`config.mk`:
```
export PLATFORM = sky130hd
export DESIGN_NAME = ccirc_isqrt
export DESIGN_NICKNAME = d
export VERILOG_FILES = /design/src/ccirc_pkg.sv /design/src/ccirc_isqrt.sv
export SDC_FILE = /design/constraint.sdc
export NUM_CORES = 2
export LEC_CHECK = 0
export BUFFER_PORTS_ARGS = -buffer_cell sky130_fd_sc_hd__buf_4
export CORE_MARGIN = 4
export CORE_UTILIZATION = 60
export CTS_CLUSTER_DIAMETER = 120
export DETAILED_ROUTE_END_ITERATION = 10
export PLACE_DENSITY = 0.76
export RECOVER_POWER = 25
export SLEW_MARGIN = 20
export SYNTH_ARGS = -nofsm -noshare
export SYNTH_HDL_FRONTEND = slang
export SYNTH_MEMORY_MAX_BITS = 65536
export SYNTH_SLANG_ARGS = --single-unit
```
`constraint.sdc`:
```
create_clock -name clk -period 3.9 [get_ports clk]
set_input_delay 0.39 -clock clk [delete_from_list [all_inputs] [get_ports clk]]
set_output_delay 0.39 -clock clk [all_outputs]
set_load 0.02 [all_outputs]
```
`src/ccirc_pkg.sv`:
```
// shared constants for the triangle circumcircle pipeline
`timescale 1ns / 1ps
`default_nettype none

package ccirc_pkg;

  localparam int COORD_WIDTH_DEF = 16;
  localparam int FRAC_BITS_DEF   = 8;

  // quotient bits kept by the divider; larger quotients always saturate
  localparam int QUOT_BITS = 45;
  localparam int DIV_LAT   = QUOT_BITS + 2;

  localparam int ROOT_W = 32;
  localparam int SQ_LAT = ROOT_W;

  localparam int FRONT_LAT = 7;

  localparam int OUT_W    = 32;
  localparam int ORIENT_W = 36;
  localparam int OUT_DATA_W = ((3 * OUT_W + ORIENT_W + 7) / 8) * 8;

  localparam int USER_DEG = 0;
  localparam int USER_SAT = 1;

endpackage

`default_nettype wire

```
`src/ccirc_isqrt.sv`:
```
// pipelined integer square root, one root bit per stage
`timescale 1ns / 1ps
`default_nettype none

module ccirc_isqrt (
  input  logic                             clk,
  input  logic                             en,
  input  logic [2*ccirc_pkg::ROOT_W-1:0]   sq,
  output logic [ccirc_pkg::ROOT_W-1:0]     root
);
  import ccirc_pkg::*;

  logic [ROOT_W+1:0]   rem_r  [ROOT_W];
  logic [ROOT_W-1:0]   rt_r   [ROOT_W];
  logic [2*ROOT_W-1:0] sq_r   [ROOT_W];

  for (genvar k = 0; k < ROOT_W; k++) begin : g_step
    logic [ROOT_W+1:0]   rem_i;
    logic [ROOT_W-1:0]   rt_i;
    logic [2*ROOT_W-1:0] sq_i;
    logic [ROOT_W+1:0]   cur;
    logic [ROOT_W+1:0]   trial;
    logic                fit;

    if (k == 0) begin : g_first
      assign rem_i = '0;
      assign rt_i  = '0;
      assign sq_i  = sq;
    end else begin : g_next
      assign rem_i = rem_r[k-1];
      assign rt_i  = rt_r[k-1];
      assign sq_i  = sq_r[k-1];
    end

    assign cur   = {rem_i[ROOT_W-1:0], sq_i[2*(ROOT_W-1-k)+1 -: 2]};
    assign trial = {rt_i, 2'b01};
    assign fit   = (cur >= trial);

    always_ff @(posedge clk) begin
      if (en) begin
        rem_r[k] <= fit ? (cur - trial) : cur;
        rt_r[k]  <= {rt_i[ROOT_W-2:0], fit};
        sq_r[k]  <= sq_i;
      end
    end
  end

  assign root = rt_r[ROOT_W-1];

endmodule

`default_nettype wire

```
# --- After elaboration in Yosys (flattened, before gate mapping) ---
# Memories as Yosys holds them, arrays and structs flattened.
# Cells that the tools add are included.
totals:
  register_bits: 0
  ramBits: 4160
  memories: 3
  input_bits: 66
  wordCells: 101
  out_inout_bits: 32
mem_list:
  columns: ["memory", "words", "word_bits", "rd", "rd_ports_with_merged_regs", "wr", "line_no", "source"]
  rows:
  - ["sq_r", 32, 64, 31, 0, 32, "ccirc_isqrt.sv:15", "logic [2*ROOT_W-1:0] sq_r [ROOT_W];"]
  - ["rem_r", 32, 34, 31, 0, 32, "ccirc_isqrt.sv:13", "logic [ROOT_W+1:0] rem_r [ROOT_W];"]
  - ["rt_r", 32, 32, 32, 0, 32, "ccirc_isqrt.sv:14", "logic [ROOT_W-1:0] rt_r [ROOT_W];"]
op_classes:
  mux: 34
  add_sub_neg: 32
  order_cmp: 32
ops:
  columns: ["op", "count"]
  rows:
  - ["two-way mux 34 bit", 32]
  - [">= comparator 34 bit", 31]
  - ["subtractor 34 bit", 31]
  - ["subtractor 2 x 1 -> 3 bit, second input constant", 1]
  - [">= comparator 2 x 1 -> 1 bit, second input constant", 1]
  - ["two-way mux 1 bit", 2]

# --- Logic depth before layout (Yosys ltp) ---
# An unclocked memory read counts as a cell.
logic_depth:
  word_depth: 3
  mapped_depth: 14

# --- Worst setup path before layout ---
# OpenSTA, ideal clock, no wires.
synth_timing:
  path_type: "flip-flop to flip-flop"
  from: "mem rem_r[14][18] (netlist name)"
  to: "mem rem_r[15][29] (netlist name) (data pin)"
  stages_incl_launch_ff: 11
  t_arrival_ns: 3.288
  setup_ns: 0.271
  path_slack_ns: 0.341
  path_buffers: 0
  t_required_ns: 3.629
  path_cell_list: "edfxtp_1 > or4_1 > or4_1 > or3_1 > or4b_1 > a211oi_2 > nor3b_4 > inv_2 > nand3_2 > nor4_1 > xor2_1"
synth_rtl:
  columns: ["element", "line_no"]
  rows:
  - ["start, declared", "ccirc_isqrt.sv:13"]

==> results.json <==
{
  "die_area_um2": 198000,
  "synth_cells": 8840,
  "gp_congestion": 0.937,
  "synthDistinctLibCells": 87,
  "syn_nets": 9467,
  "crit_chain": "ha_1 -> nand4b_1 -> nor4_1 -> nand4_1 -> nand3_1 -> nor3_1 -> or2_2 -> or4b_2 -> a31oi_1 -> xor2_1",
  "htreeDepth": 4,
  "synth_common_cells": "edfxtp_1 (2465), inv_1 (703), nand2_1 (622), ha_1 (561), nor2_1 (517)",
  "synthMostInstantiatedCell": "edfxtp_1",
  "post-route-period-util_pct": 95.5,
  "slowest_stage": "or4b_2",
  "ant_nets": 0,
  "pre_cts_slack_ps": 127,
  "yosysTopAreaCell": "edfxtp_1",
  "p_per_area_nw_per_um2": 598,
  "yosysSeqAreaShare_pct": 64.6,
  "seqCellArea_um2": 74000,
  "post-route-min-period_ps": 3730,
  "cts_num_sinks": 2465,
  "grt_pass1_wl_mm": 371,
  "post-cts-setup-buffers": 0,
  "timing.critical_path.buf_inv": 0,
  "vias": 69800,
  "crit_path_end_kind": "flop",
  "reg2regPathDepth": 10,
  "grt.total_usage_pct": 23.5,
  "crit_family": "simple AND/OR/NAND/NOR gates",
  "stdcell_count": 12000,
  "rows": 160,
  "clk_latency_ps": 890,
  "worstHoldPathCells": 2,
  "clockBufferDepth": 3,
  "cp.depth": 10,
  "grt_max_degree": 132,
  "slowest_delay_ps": 620,
  "drive_gt1_share_pct": 8.65,
  "clock_skew_ps": 24.4,
  "syn_to_final_growth_pct": 12.0,
  "dp.cells": 11400,
  "synth_top_area_share_pct": 64.6,
  "multi_input_area_um2": 37500,
  "violations": "capacitance limit, slew limit",
  "nets": 9863,
  "synth_edf_count": 2465,
  "holdWs_ps": 245,
  "grt_pass1_vias": 68800,
  "wire_per_inst_um": 19.6,
  "die_h_um": 445,
  "rsz0062_at_grt": "no",
  "finalSetupViolCount": 0,
  "setup_ws_ps": 175,
  "grt_overflow": 0,
  "synth_warnings": 0,
  "synth-seq-cells": 2465,
  "cts_made_buffers": 241,
  "start_util_pct": 60.3,
  "place_hpwl_mm": 168,
  "synthArstFlopShare_pct": 0,
  "final_max_slew_viol_count": 97,
  "syn_area_um2": 115000,
  "setup_tns_ps": 0,
  "wirelength_mm": 234,
  "worstPathRequired_ps": 4510,
  "firstDrtPassIters": 6,
  "power.leakage_uw": 0.0492,
  "drv_cap": 1,
  "slew-limit-headroom_pct": -168,
  "clk_pin_slew_ps": 70,
  "status": "finished with violations",
  "hold_viol": 0,
  "core-area_um2": 190000,
  "power_uw": 76800,
  "path_class": "flop to flop",
  "numPortBuffers": 97,
  "fmax_mhz": 268,
  "cts_tree": "done",
  "io_pins": 98,
  "synthTopCellsByArea": "edfxtp_1 (65%), ha_1 (6.1%), xnor2_1 (3.1%), xor2_1 (2.9%), inv_1 (2.3%)",
  "ir_worst_vdd_mv": 0.474,
  "crit_arrival_ps": 4340,
  "hold_class": "input port to flop",
  "drcViolationCount": 0,
  "avgSynthCellArea_um2": 13.0,
  "synth_ff_type": "edfxtp_1",
  "die_width_um": 445,
  "crit_fanout": 10,
  "tightest_slew_ps": 4020,
  "nFillCells": 13200,
  "drt-vias-per-instance": 5.84,
  "cp-start-kind": "flop",
  "drt_iter0_drc": 6197,
  "cts_root_buffer": "clkbuf_16",
  "antenna_found_initial": 1
}
-- state kept, by name, summed over array words and instances, names as in the netlist --
| name | cells |
|---|---|
| sq_r | 992 |
| rem_r | 945 |
| rt_r | 528 |
-- metal layers --
metal | vias up | track usage, % | part of all wire, %
met1 | 33800 | 30.2 | 42
met5 | - | 0 | 0
met2 | 1903 | 40.9 | 50
li1 | 33500 | - | -
met4 | 0 | 8.97 | 3.8
met3 | 506 | 2.88 | 4.2
-- final cells by class --
class / instances / area share [%]
sequential: 2465 / 57.6
multi-input combinational: 5505 / 29.2
tap: 2511 / 2.45
clock inverter: 178 / 1.52
inverter: 705 / 2.06
antenna: 1 / 0.00195
timing repair buffer: 318 / 2.28
clock buffer: 271 / 4.82
-- cells by family after synthesis --
group                    share of synthesized area [%]
AO/OA/AOI/OAI                                     9.78
XOR/XNOR                                          5.99
adder cells (fa/ha/maj)                           6.12
buffers and inverters                             2.86
flip-flops                                        64.6
multiplexers                                      1.06
other                                          0.00327
AND/OR/NAND/NOR                                   9.62
-- worst reg2reg max path: stages, from the launching register on --
cell	delay [ps]
edfxtp_1	450
ha_1	450
nand4b_1	230
nor4_1	500
nand4_1	300
nand3_1	190
nor3_1	50
or2_2	400
or4b_2	620
a31oi_1	180
xor2_1	90
-- repair_timing --
item	CTS	global route
hold buffers	65	0
gates resized for setup	0	9
setup endpoints to repair	0	26
endpoints found under the hold margin	65	0
-- final timing paths --
path / end / slack (ps) / from
worst min register to register: sq_r[8][17] / 410 / sq_r[7][17]
worst max-delay path: rem_r[23][29] / 170 / rem_r[22][20]
worst max register to register: rem_r[23][29] / 170 / rem_r[22][20]
worst min-delay path: sq_r[0][49] / 240 / sq[49]
-- cell usage in the layout (no fill, tap or decap), drive strengths merged, types with 17 or more instances in the layout --
cell	n
inv	720
bufinv	33
o21ai	490
nand4b	18
dlygate4sd3	65
o21a	109
or4	47
and3	46
or2	43
nand2	622
a21o	229
buf	188
o41ai	24
nand4	106
a211oi	64
nor3	226
xnor2	408
a31oi	54
xor2	376
nand3b	19
or3	100
mux2	102
nor2	517
nand3	145
o31ai	59
clkinvlp	17
clkinv	113
ha	561
edfxtp	2465
and2	26
o21bai	50
nor4	101
clkbuf	336
nand2b	110
nor2b	76
o211ai	27
a21oi	512
a211o	19
-- report_power, final --
part	switching (µW)	internal, µW	leakage (µW)
logic	9860	7380	0.0215
clock network	9990	13600	0.00397
registers	2260	33700	0.0237
-- through the flow --
step	utilization (%)	instance area (µm²)
2_1_floorplan	-	115000
3_3_place_gp	63.0	120000
4_1_cts	67.6	128000
5_1_grt	67.6	128000
6_report	67.6	128000
3_5_place_dp	63.0	120000
Note: power is estimated with default switching activity, not from simulation.
